<file path="src/rtl/table_linear_interpolation_lookup_defines.svh">
// assertion macros shared by the rtl files
// define ASSERT_OFF to compile the checks away
`ifndef TABLE_LINEAR_INTERPOLATION_LOOKUP_DEFINES_SVH
`define TABLE_LINEAR_INTERPOLATION_LOOKUP_DEFINES_SVH

`ifndef ASSERT_OFF
// check a property on the rising clock edge, off while in reset
`define TLIL_ASSERT(lbl, clk, rst, prop, msg) \
  lbl: assert property (@(posedge clk) disable iff (rst) prop) else $error(msg);
// check a property on the rising clock edge, reset included
`define TLIL_ASSERT_ALWAYS(lbl, clk, prop, msg) \
  lbl: assert property (@(posedge clk) prop) else $error(msg);
`else
`define TLIL_ASSERT(lbl, clk, rst, prop, msg)
`define TLIL_ASSERT_ALWAYS(lbl, clk, prop, msg)
`endif

`endif

</file>
<file path="src/rtl/tlil_pkg.sv">
`timescale 1ns / 1ps

package tlil_pkg;

  // table geometry and field widths
  localparam int TABLE_DEPTH = 16;
  localparam int DATA_W      = 48;
  localparam int CFG_W       = 5;
  localparam int IDX_IN_W    = 4;
  localparam int STAT_W      = 3;
  localparam int IDX_W       = $clog2(TABLE_DEPTH);
  localparam int CNT_W       = $clog2(TABLE_DEPTH + 1);
  localparam int MD_CNT_W    = $clog2(DATA_W);
  localparam int MIN_ENTRIES = 2;

  localparam logic [CFG_W-1:0]  ENTRIES_RESET = CFG_W'(14);
  localparam logic [DATA_W-1:0] SIGN_BIT      = {1'b1, {(DATA_W-1){1'b0}}};

  // command codes
  localparam logic CMD_WRITE  = 1'b0;
  localparam logic CMD_LOOKUP = 1'b1;

  // status codes
  localparam logic [STAT_W-1:0] STAT_INTERP = 3'd0;
  localparam logic [STAT_W-1:0] STAT_HIT    = 3'd1;
  localparam logic [STAT_W-1:0] STAT_BELOW  = 3'd2;
  localparam logic [STAT_W-1:0] STAT_ABOVE  = 3'd3;
  localparam logic [STAT_W-1:0] STAT_WRITE  = 3'd4;

  typedef enum logic [3:0] {
    S_IDLE = 4'b0001,
    S_SCAN = 4'b0010,
    S_PREP = 4'b0100,
    S_DIV  = 4'b1000
  } state_t;

  typedef struct packed {
    logic                     cmd;
    logic [IDX_IN_W-1:0]      entry_index;
    logic signed [DATA_W-1:0] key;
    logic signed [DATA_W-1:0] entry_value;
  } req_t;

  typedef struct packed {
    logic signed [DATA_W-1:0] result_value;
    logic [STAT_W-1:0]        status;
  } rsp_t;

  // operands of the multiply-divide unit, all offset-binary differences
  typedef struct packed {
    logic [DATA_W-1:0] dy;
    logic [DATA_W-1:0] t;
    logic [DATA_W-1:0] d;
  } md_op_t;

  // signed value to offset binary, so unsigned compare gives signed order
  function automatic logic [DATA_W-1:0] to_biased(input logic signed [DATA_W-1:0] v);
    return DATA_W'(v) ^ SIGN_BIT;
  endfunction

  function automatic logic signed [DATA_W-1:0] from_biased(input logic [DATA_W-1:0] v);
    return signed'(v ^ SIGN_BIT);
  endfunction

endpackage

</file>
<file path="src/rtl/tlil_muldiv.sv">
`timescale 1ns / 1ps

// floor(dy * t / d) for t < d, one bit of dy per cycle
module tlil_muldiv (
  input  logic             clk,
  input  logic             rst,
  input  logic             go,
  input  tlil_pkg::md_op_t op,
  output logic             done,
  output logic [tlil_pkg::DATA_W-1:0] q
);

  localparam int W = tlil_pkg::DATA_W;

  logic                        run;
  logic [tlil_pkg::MD_CNT_W-1:0] cnt;
  logic [W-1:0]                dy_sh;
  logic [W-1:0]                t_r;
  logic [W-1:0]                d_r;
  logic [W:0]                  d2_r;
  logic [W-1:0]                rem;
  logic [W-1:0]                quo;

  logic [W+1:0] sum;
  logic [W+1:0] sub1;
  logic [W+1:0] sub2;
  logic         ge1;
  logic         ge2;
  logic [W-1:0] rem_next;
  logic [W-1:0] quo_next;

  // running remainder stays below d, so 2r + t stays below 3d
  always_comb begin
    sum  = {1'b0, rem, 1'b0} + {2'b00, t_r & {W{dy_sh[W-1]}}};
    sub1 = sum - {2'b00, d_r};
    sub2 = sum - {1'b0, d2_r};
    ge2  = (sum >= {1'b0, d2_r});
    ge1  = (sum >= {2'b00, d_r});
    if (ge2) begin
      rem_next = sub2[W-1:0];
      quo_next = {quo[W-2:0], 1'b0} + W'(2);
    end else if (ge1) begin
      rem_next = sub1[W-1:0];
      quo_next = {quo[W-2:0], 1'b1};
    end else begin
      rem_next = sum[W-1:0];
      quo_next = {quo[W-2:0], 1'b0};
    end
  end

  always_ff @(posedge clk) begin
    if (rst) begin
      run  <= 1'b0;
      done <= 1'b0;
    end else begin
      done <= 1'b0;
      if (go) begin
        run <= 1'b1;
      end else if (run && cnt == tlil_pkg::MD_CNT_W'(W - 1)) begin
        run  <= 1'b0;
        done <= 1'b1;
      end
    end
  end

  always_ff @(posedge clk) begin
    if (go) begin
      dy_sh <= op.dy;
      t_r   <= op.t;
      d_r   <= op.d;
      d2_r  <= {op.d, 1'b0};
      rem   <= '0;
      quo   <= '0;
      cnt   <= '0;
    end else if (run) begin
      dy_sh <= {dy_sh[W-2:0], 1'b0};
      rem   <= rem_next;
      quo   <= quo_next;
      cnt   <= cnt + 1'b1;
    end
  end

  assign q = quo;

endmodule

</file>
<file path="src/rtl/table_linear_interpolation_lookup.sv">
`timescale 1ns / 1ps
// write: result strobe in the cycle after the transfer, busy never rises
// lookup: the scan reads the first n entries in turn (n = clamped entry count); an exact hit,
//   a clamp or equal neighbour values give the strobe from the prep state, any other
//   interpolation when the 48-step shift-subtract multiply-divide unit is done
// busy stays high until the strobe, the next transfer may land in the strobe cycle
// reset: sequencer idle, no strobe, entry count back to 14; table contents undefined
`include "table_linear_interpolation_lookup_defines.svh"

module table_linear_interpolation_lookup (
  input  logic                          clk,
  input  logic                          rst,
  input  logic                          start,
  output logic                          busy,
  input  tlil_pkg::req_t                req,
  output logic                          done,
  output tlil_pkg::rsp_t                rsp,
  input  logic                          cfg_we,
  input  logic [tlil_pkg::CFG_W-1:0]    cfg_data
);

  localparam int W = tlil_pkg::DATA_W;

  tlil_pkg::state_t state;

  // configuration
  logic [tlil_pkg::CFG_W-1:0] entries_in_use;
  logic [tlil_pkg::CNT_W-1:0] n_clamp;

  // table, keys and values held in offset binary
  logic [W-1:0] key_store   [tlil_pkg::TABLE_DEPTH];
  logic [W-1:0] value_store [tlil_pkg::TABLE_DEPTH];
  logic [W-1:0] rd_key;
  logic [W-1:0] rd_val;
  logic         rd_vld;

  // lookup context
  logic [W-1:0]               k_r;
  logic [tlil_pkg::CNT_W-1:0] n_r;
  logic [tlil_pkg::CNT_W-1:0] scan_cnt;
  logic                       hit;
  logic [W-1:0]               hit_val;
  logic                       have_lo;
  logic [W-1:0]               x1;
  logic [W-1:0]               y1;
  logic                       have_hi;
  logic [W-1:0]               x2;
  logic [W-1:0]               y2;
  logic                       up_r;

  logic accept;
  logic wr_en;
  logic interp;
  logic up;
  logic key_lt;
  logic key_eq;

  tlil_pkg::md_op_t      md_op;
  logic                  md_go;
  logic                  md_done;
  logic [W-1:0]          md_q;
  logic [W-1:0]          interp_res;

  assign busy   = (state != tlil_pkg::S_IDLE);
  assign accept = start && !busy;
  assign wr_en  = accept && (req.cmd == tlil_pkg::CMD_WRITE) &&
                  ({1'b0, req.entry_index} < (tlil_pkg::IDX_IN_W + 1)'(tlil_pkg::TABLE_DEPTH));

  // entry count clamped to [2, depth] when a lookup is taken
  always_comb begin
    if (int'(entries_in_use) < tlil_pkg::MIN_ENTRIES) begin
      n_clamp = tlil_pkg::CNT_W'(tlil_pkg::MIN_ENTRIES);
    end else if (int'(entries_in_use) > tlil_pkg::TABLE_DEPTH) begin
      n_clamp = tlil_pkg::CNT_W'(tlil_pkg::TABLE_DEPTH);
    end else begin
      n_clamp = tlil_pkg::CNT_W'(entries_in_use);
    end
  end

  // table ram, registered read at the scan address
  always_ff @(posedge clk) begin
    if (wr_en) begin
      key_store[tlil_pkg::IDX_W'(req.entry_index)]   <= tlil_pkg::to_biased(req.key);
      value_store[tlil_pkg::IDX_W'(req.entry_index)] <= tlil_pkg::to_biased(req.entry_value);
    end
    rd_key <= key_store[scan_cnt[tlil_pkg::IDX_W-1:0]];
    rd_val <= value_store[scan_cnt[tlil_pkg::IDX_W-1:0]];
  end

  // per-entry compares against the lookup key
  assign key_lt = (rd_key < k_r);
  assign key_eq = (rd_key == k_r);

  // interpolation needed only when both neighbors exist and their values differ
  assign interp = !hit && have_lo && have_hi && (y1 != y2);

  // operand setup for the multiply-divide unit
  always_comb begin
    up       = (y2 > y1);
    md_op.dy = up ? (y2 - y1) : (y1 - y2);
    md_op.t  = k_r - x1;
    md_op.d  = x2 - x1;
  end
  assign md_go = (state == tlil_pkg::S_PREP) && interp;

  assign interp_res = up_r ? (y1 + md_q) : (y1 - md_q);

  tlil_muldiv u_muldiv (
    .clk  (clk),
    .rst  (rst),
    .go   (md_go),
    .op   (md_op),
    .done (md_done),
    .q    (md_q)
  );

  // sequencer and control
  always_ff @(posedge clk) begin
    if (rst) begin
      state          <= tlil_pkg::S_IDLE;
      done           <= 1'b0;
      rd_vld         <= 1'b0;
      entries_in_use <= tlil_pkg::ENTRIES_RESET;
    end else begin
      done   <= 1'b0;
      rd_vld <= (state == tlil_pkg::S_SCAN) && (scan_cnt != n_r);
      if (cfg_we) begin
        entries_in_use <= cfg_data;
      end
      case (state)
        tlil_pkg::S_IDLE: begin
          if (accept) begin
            if (req.cmd == tlil_pkg::CMD_WRITE) begin
              done <= 1'b1;
            end else begin
              state <= tlil_pkg::S_SCAN;
            end
          end
        end
        tlil_pkg::S_SCAN: begin
          // all reads issued and the last one consumed
          if (scan_cnt == n_r && !rd_vld) begin
            state <= tlil_pkg::S_PREP;
          end
        end
        tlil_pkg::S_PREP: begin
          if (interp) begin
            state <= tlil_pkg::S_DIV;
          end else begin
            done  <= 1'b1;
            state <= tlil_pkg::S_IDLE;
          end
        end
        tlil_pkg::S_DIV: begin
          if (md_done) begin
            done  <= 1'b1;
            state <= tlil_pkg::S_IDLE;
          end
        end
        default: begin
          state <= tlil_pkg::S_IDLE;
        end
      endcase
    end
  end

  // lookup datapath and result register
  always_ff @(posedge clk) begin
    case (state)
      tlil_pkg::S_IDLE: begin
        if (accept) begin
          k_r      <= tlil_pkg::to_biased(req.key);
          n_r      <= n_clamp;
          scan_cnt <= '0;
          hit      <= 1'b0;
          have_lo  <= 1'b0;
          have_hi  <= 1'b0;
          if (req.cmd == tlil_pkg::CMD_WRITE) begin
            rsp.result_value <= '0;
            rsp.status       <= tlil_pkg::STAT_WRITE;
          end
        end
      end
      tlil_pkg::S_SCAN: begin
        if (scan_cnt != n_r) begin
          scan_cnt <= scan_cnt + 1'b1;
        end
        if (rd_vld) begin
          // lowest index wins on ties, hence strict compares
          if (key_eq && !hit) begin
            hit     <= 1'b1;
            hit_val <= rd_val;
          end
          if (key_lt) begin
            if (!have_lo || rd_key > x1) begin
              have_lo <= 1'b1;
              x1      <= rd_key;
              y1      <= rd_val;
            end
          end else begin
            if (!have_hi || rd_key < x2) begin
              have_hi <= 1'b1;
              x2      <= rd_key;
              y2      <= rd_val;
            end
          end
        end
      end
      tlil_pkg::S_PREP: begin
        up_r <= up;
        if (hit) begin
          rsp.result_value <= tlil_pkg::from_biased(hit_val);
          rsp.status       <= tlil_pkg::STAT_HIT;
        end else if (!have_lo) begin
          rsp.result_value <= tlil_pkg::from_biased(y2);
          rsp.status       <= tlil_pkg::STAT_BELOW;
        end else if (!have_hi) begin
          rsp.result_value <= tlil_pkg::from_biased(y1);
          rsp.status       <= tlil_pkg::STAT_ABOVE;
        end else begin
          // equal neighbor values, no division needed
          rsp.result_value <= tlil_pkg::from_biased(y2);
          rsp.status       <= tlil_pkg::STAT_INTERP;
        end
      end
      tlil_pkg::S_DIV: begin
        if (md_done) begin
          rsp.result_value <= tlil_pkg::from_biased(interp_res);
          rsp.status       <= tlil_pkg::STAT_INTERP;
        end
      end
      default: begin
      end
    endcase
  end

  // a result strobe only ever shows with the sequencer back at idle
  `TLIL_ASSERT(a_done_idle, clk, rst, done |-> !busy, "result strobe while busy")
  // busy drops only together with a result
  `TLIL_ASSERT(a_fall_done, clk, rst, $fell(busy) |-> done, "busy dropped without a result")
  // a lookup transfer keeps the block busy
  `TLIL_ASSERT(a_lookup_busy, clk, rst,
    (accept && req.cmd == tlil_pkg::CMD_LOOKUP) |=> busy, "lookup transfer not taken")
  // a write transfer answers in the next cycle with write status
  `TLIL_ASSERT(a_write_ack, clk, rst,
    (accept && req.cmd == tlil_pkg::CMD_WRITE) |=> (done && rsp.status == tlil_pkg::STAT_WRITE),
    "write transfer not acknowledged")
  // the divider finishes only while the sequencer waits for it
  `TLIL_ASSERT(a_md_wait, clk, rst, md_done |-> (state == tlil_pkg::S_DIV),
    "divider result with no lookup waiting")

endmodule

</file>
<file path="config.mk">
export PLATFORM = sky130hd
export DESIGN_NAME = table_linear_interpolation_lookup
export DESIGN_NICKNAME = d
export VERILOG_FILES = /design/src/rtl/tlil_pkg.sv /design/src/rtl/tlil_muldiv.sv /design/src/rtl/table_linear_interpolation_lookup.sv
export VERILOG_INCLUDE_DIRS = /design/src /design/src/rtl
export SDC_FILE = /design/constraint.sdc
export NUM_CORES = 2
export LEC_CHECK = 0
export BUFFER_PORTS_ARGS = -buffer_cell sky130_fd_sc_hd__buf_2
export CORE_MARGIN = 2
export CORE_UTILIZATION = 30
export CTS_CLUSTER_SIZE = 20
export DETAILED_ROUTE_END_ITERATION = 10
export PLACE_DENSITY = 0.41
export SLEW_MARGIN = 25
export SYNTH_ARGS = -nofsm -noshare
export SYNTH_HDL_FRONTEND = slang
export SYNTH_SLANG_ARGS = --single-unit
</file>
<file path="constraint.sdc">
create_clock -name clk -period 17.5 [get_ports clk]
set_clock_uncertainty 0.2 [all_clocks]
set_input_delay 0 -clock clk [delete_from_list [all_inputs] [get_ports clk]]
set_output_delay 0 -clock clk [all_outputs]
set_load 0.005 [all_outputs]
</file>
==> out/qor.txt <==
Number of buffer and inverter stages on the critical path: 1
Setup Viol. Count Final: 0
Highest-count cells in the layout ignoring fill and taps: sky130_fd_sc_hd__edfxtp_1 (2033), sky130_fd_sc_hd__a21oi_1 (636), sky130_fd_sc_hd__ha_1 (526), sky130_fd_sc_hd__mux4_2 (480), sky130_fd_sc_hd__nor2_1 (420)
Slowest stage cell on the critical path: sky130_fd_sc_hd__buf_4
Mapped Nets: 8299
Maximum vdd drop: 0.1132 mV
Count of routing violations after the opening detailed-route iteration: 5100
GRT met3 Usage: 2.095%
Unique masters post-synth: 96
Floorplan core area: 358400 um2
Delay of the slowest cell on the worst path: 0.68 ns
Crit path max fanout: 60
Synthesis-stage register bit count: 2244
Clock tree from TritonCTS: yes
Final ANT Viol Nets: 0
Family with the most delay on the worst path: compound AO/OA/AOI/OAI gates
Count of synthesis-stage warnings from yosys: 0
Met1 track utilization from global routing: 25.92%
Cell leakage power: 0.04421 uW
Async set or reset register ratio after synthesis: 0%
Cell Chain, Critical Path: and2_1, ha_1, and3_1, a221o_1, a21oi_1, a21boi_1, a21o_1, a311oi_1, o221ai_1, a221oi_1, xnor2_1, ha_1, a21o_1, a21o_1, a21o_1, a21o_1, a21boi_0, o21ai_0, a221o_1, nor3_4, buf_4, mux2_2, o21ai_0, o31ai_1
Horizontal die dimension: 603.4 um
Fmax achieved: 124.6 MHz
Required time at the worst-slack endpoint: 17.98 ns
Top-area cell type share of the netlist area: 56.65%
Slew Viols, Final: 0
Number of rows created at floorplan: 220
Aggregate global routing overflow: 0
Share of post-route cells with drive strength above 1: 14.45%
Least-Margin Pin Slew: 1.089 ns
Detailed-router iteration count before antenna repair: 8
Number of inserted filler cells in the final layout: 34690
Count of input and output buffers: 162
Final hold violation count: 0
CTS H-tree depth: 4
Global-route wire length before repair: 484200 um
Combined global-route utilization of all metal layers: 18.06%
Number of flops mapped to enable cells by yosys: 2033
Fraction of synthesized area in multiplexers: 10.67%
Maximum buffer depth of the clock tree: 4
Post-Route WL: 335000 um
Number of top-level design ports: 163
Number of max-cap violations: 0
Switching Share: 28.12%
Remaining design rule violation count: 0
CP arrival: 8.51 ns
Internal power contribution: 10360 uW
Mean cell area of the mapped netlist: 14.08 um2
Total half-perimeter wirelength after legalization and detailed placement: 221900 um
Status: finished, final reports clean
Compound-Gate Fraction of Synth Area: 10.32%
Post-synthesis sequential area ratio: 60.56%
Height of the chip: 603.4 um
Relative contribution of sequential cells to total power: 44.3%
Number of sinks driven by the clock tree: 2244
Vias in the first global route: 67550
Die area: 364100 um2
Effective utilization at floorplan: 30.07%
Sw Pwr: 4052 uW
Number of instances in the synthesized netlist: 7655
Routed vias: 66570
Prevailing post-synth register cell: sky130_fd_sc_hd__edfxtp_1
Clock tree root driver cell: sky130_fd_sc_hd__clkbuf_16
Worst max-slew margin expressed relative to the limit: 27.42%
Critical path startpoint category: register
Clock share of power: 36.7%
Comb power frac: 19.0%
WL per Instance: 25.64 um
Clock buffers created by TritonCTS: 245
Most common cell on crit path: sky130_fd_sc_hd__a21o_1
Clock Latency Late Sink: 0.89 ns
Routed vias/inst: 5.096
Placer's final routability congestion estimate: 0.8757
Cell area after synthesis: 107800 um2
# resized after CTS: 0
Most Crowded Layer GR: met2
Pin count of the biggest net entering global routing: 127
Number of post-CTS setup repair buffers: 0
Final critical-path share of the clock period: 45.86%
Clock-pin slew on the worst setup and hold paths: 0.06 ns
Adder and majority cell fraction of the synthesized area: 6.255%
Grt met2 use: 28.92%
Syn-to-layout area delta: 15.81%
Largest registers in the final layout: key_store x768, value_store x768, rsp x51
Min Tclk post-route: 8.025 ns
Post-Synth XOR/XNOR Area: 3.169%
Share of the core filled with cells in the final layout: 34.83%
Number of antenna violations at the first check in global routing: 50
Power density over the cells: 115.5 nW/um2
Final Net Count: 8702
Simple-Gate Fraction of Synth Area: 6.386%
Most common cell after layout, fill and taps aside: sky130_fd_sc_hd__edfxtp_1
Fin Setup TNS: 0 ns
Worst min path class: input pin to register
Endpoint kind of the worst setup timing path: register
Synth top area cells: sky130_fd_sc_hd__edfxtp_1 (57%), sky130_fd_sc_hd__mux4_2 (10%), sky130_fd_sc_hd__ha_1 (6.1%)
Setup repair after global routing missed its margin: no
Largest family of logic cells by synthesized area: multiplexers
Dominant cell type by area after synthesis: sky130_fd_sc_hd__edfxtp_1
Critical path type: register to register
-- per-stage QoR --
step	hold WS [ns]	setup slack (ns)	cell area (um2)	power (uW)	std cells
after floorplan	-0.1011	7.308	107800	8189	7655
after global placement	0.05393	9.568	114300	9193	12360
after detailed placement	0.05542	9.557	114400	9191	12360
after CTS	0.01752	9.526	124700	14590	13040
after global routing	0.08792	9.015	124800	15050	13050
final	0.08191	9.475	124800	14410	13060
-- power groups by stage --
stage / combinational (uW) / clock, uW / sequential [uW]
after floorplan: 1880 / 0 / 6310
after global placement: 2710 / 0 / 6490
after detailed placement: 2700 / 0 / 6490
after CTS: 2760 / 5450 / 6380
after global routing: 3010 / 5630 / 6400
final: 2740 / 5290 / 6380
-- logic make-up (layout without fill, tap and decap cells) --
group,after synthesis,in the layout
AO/OA/AOI/OAI,1792,1792
other,0,27
XOR/XNOR,390,390
adder cells (fa/ha/maj),534,534
buffers and inverters,739,1348
multiplexers,546,546
AND/OR/NAND/NOR,1410,1410
flip-flops,2244,2244
-- per-layer routing --
metal	routed length, um	vias up
met3	13170	416
met1	158700	34220
li1	-	30530
met2	153800	1386
met5	142	-
met4	9178	24
-- final timing paths --
kind,start,to,cells past startpoint,slack [ns]
worst max register to register,u_muldiv.dy_sh[47],u_muldiv.rem[1],24,9.48
worst min register to register,rd_val[2],y2[2],0,0.25
worst max-delay path,u_muldiv.dy_sh[47],u_muldiv.rem[1],24,9.48
worst min-delay path,req[47],value_store[15][47],3,0.08
-- synth_stat cells (all sizes together), types with 45 or more instances --
cell type and instances:
edfxtp 2033, a21oi 637, ha 526, mux4 480
nor2 435, inv 420, o21ai 375, nand2 312
xnor2 245, clkbuf 235, a21o 225, dfxtp 211
xor2 145, nand4 102, nand3 101, nor3 95
buf 84, o21bai 79, and2 71, nand2b 69
nor2b 57, a211oi 56, o21a 51, o22ai 51
and3 47, mux2i 46, a31oi 45
-- tightest hold or removal path, delay by kind of cell --
kind,cells,cell delay (ns)
buffers and inverters,3,0.92
-- what timing repair did --
action                                   CTS  global route
endpoints found under the setup margin     0             0
endpoints found under the hold margin   2130             0
hold buffers                             221             0
-- layout make-up --
cell class                      instances  area, um2  share of cell area [%]
Antenna cell                           27      67.56                 0.05413
Clock buffer                          324       6710                   5.376
Clock inverter                        129       1444                   1.157
Inverter                              420       1584                   1.269
Multi-Input combinational cell       4672      39840                   31.92
Sequential cell                      2244      65280                   52.30
Tap cell                             4773       5972                   4.785
Timing Repair Buffer                  475       3920                   3.141
Note: power is estimated with default switching activity, not from simulation.
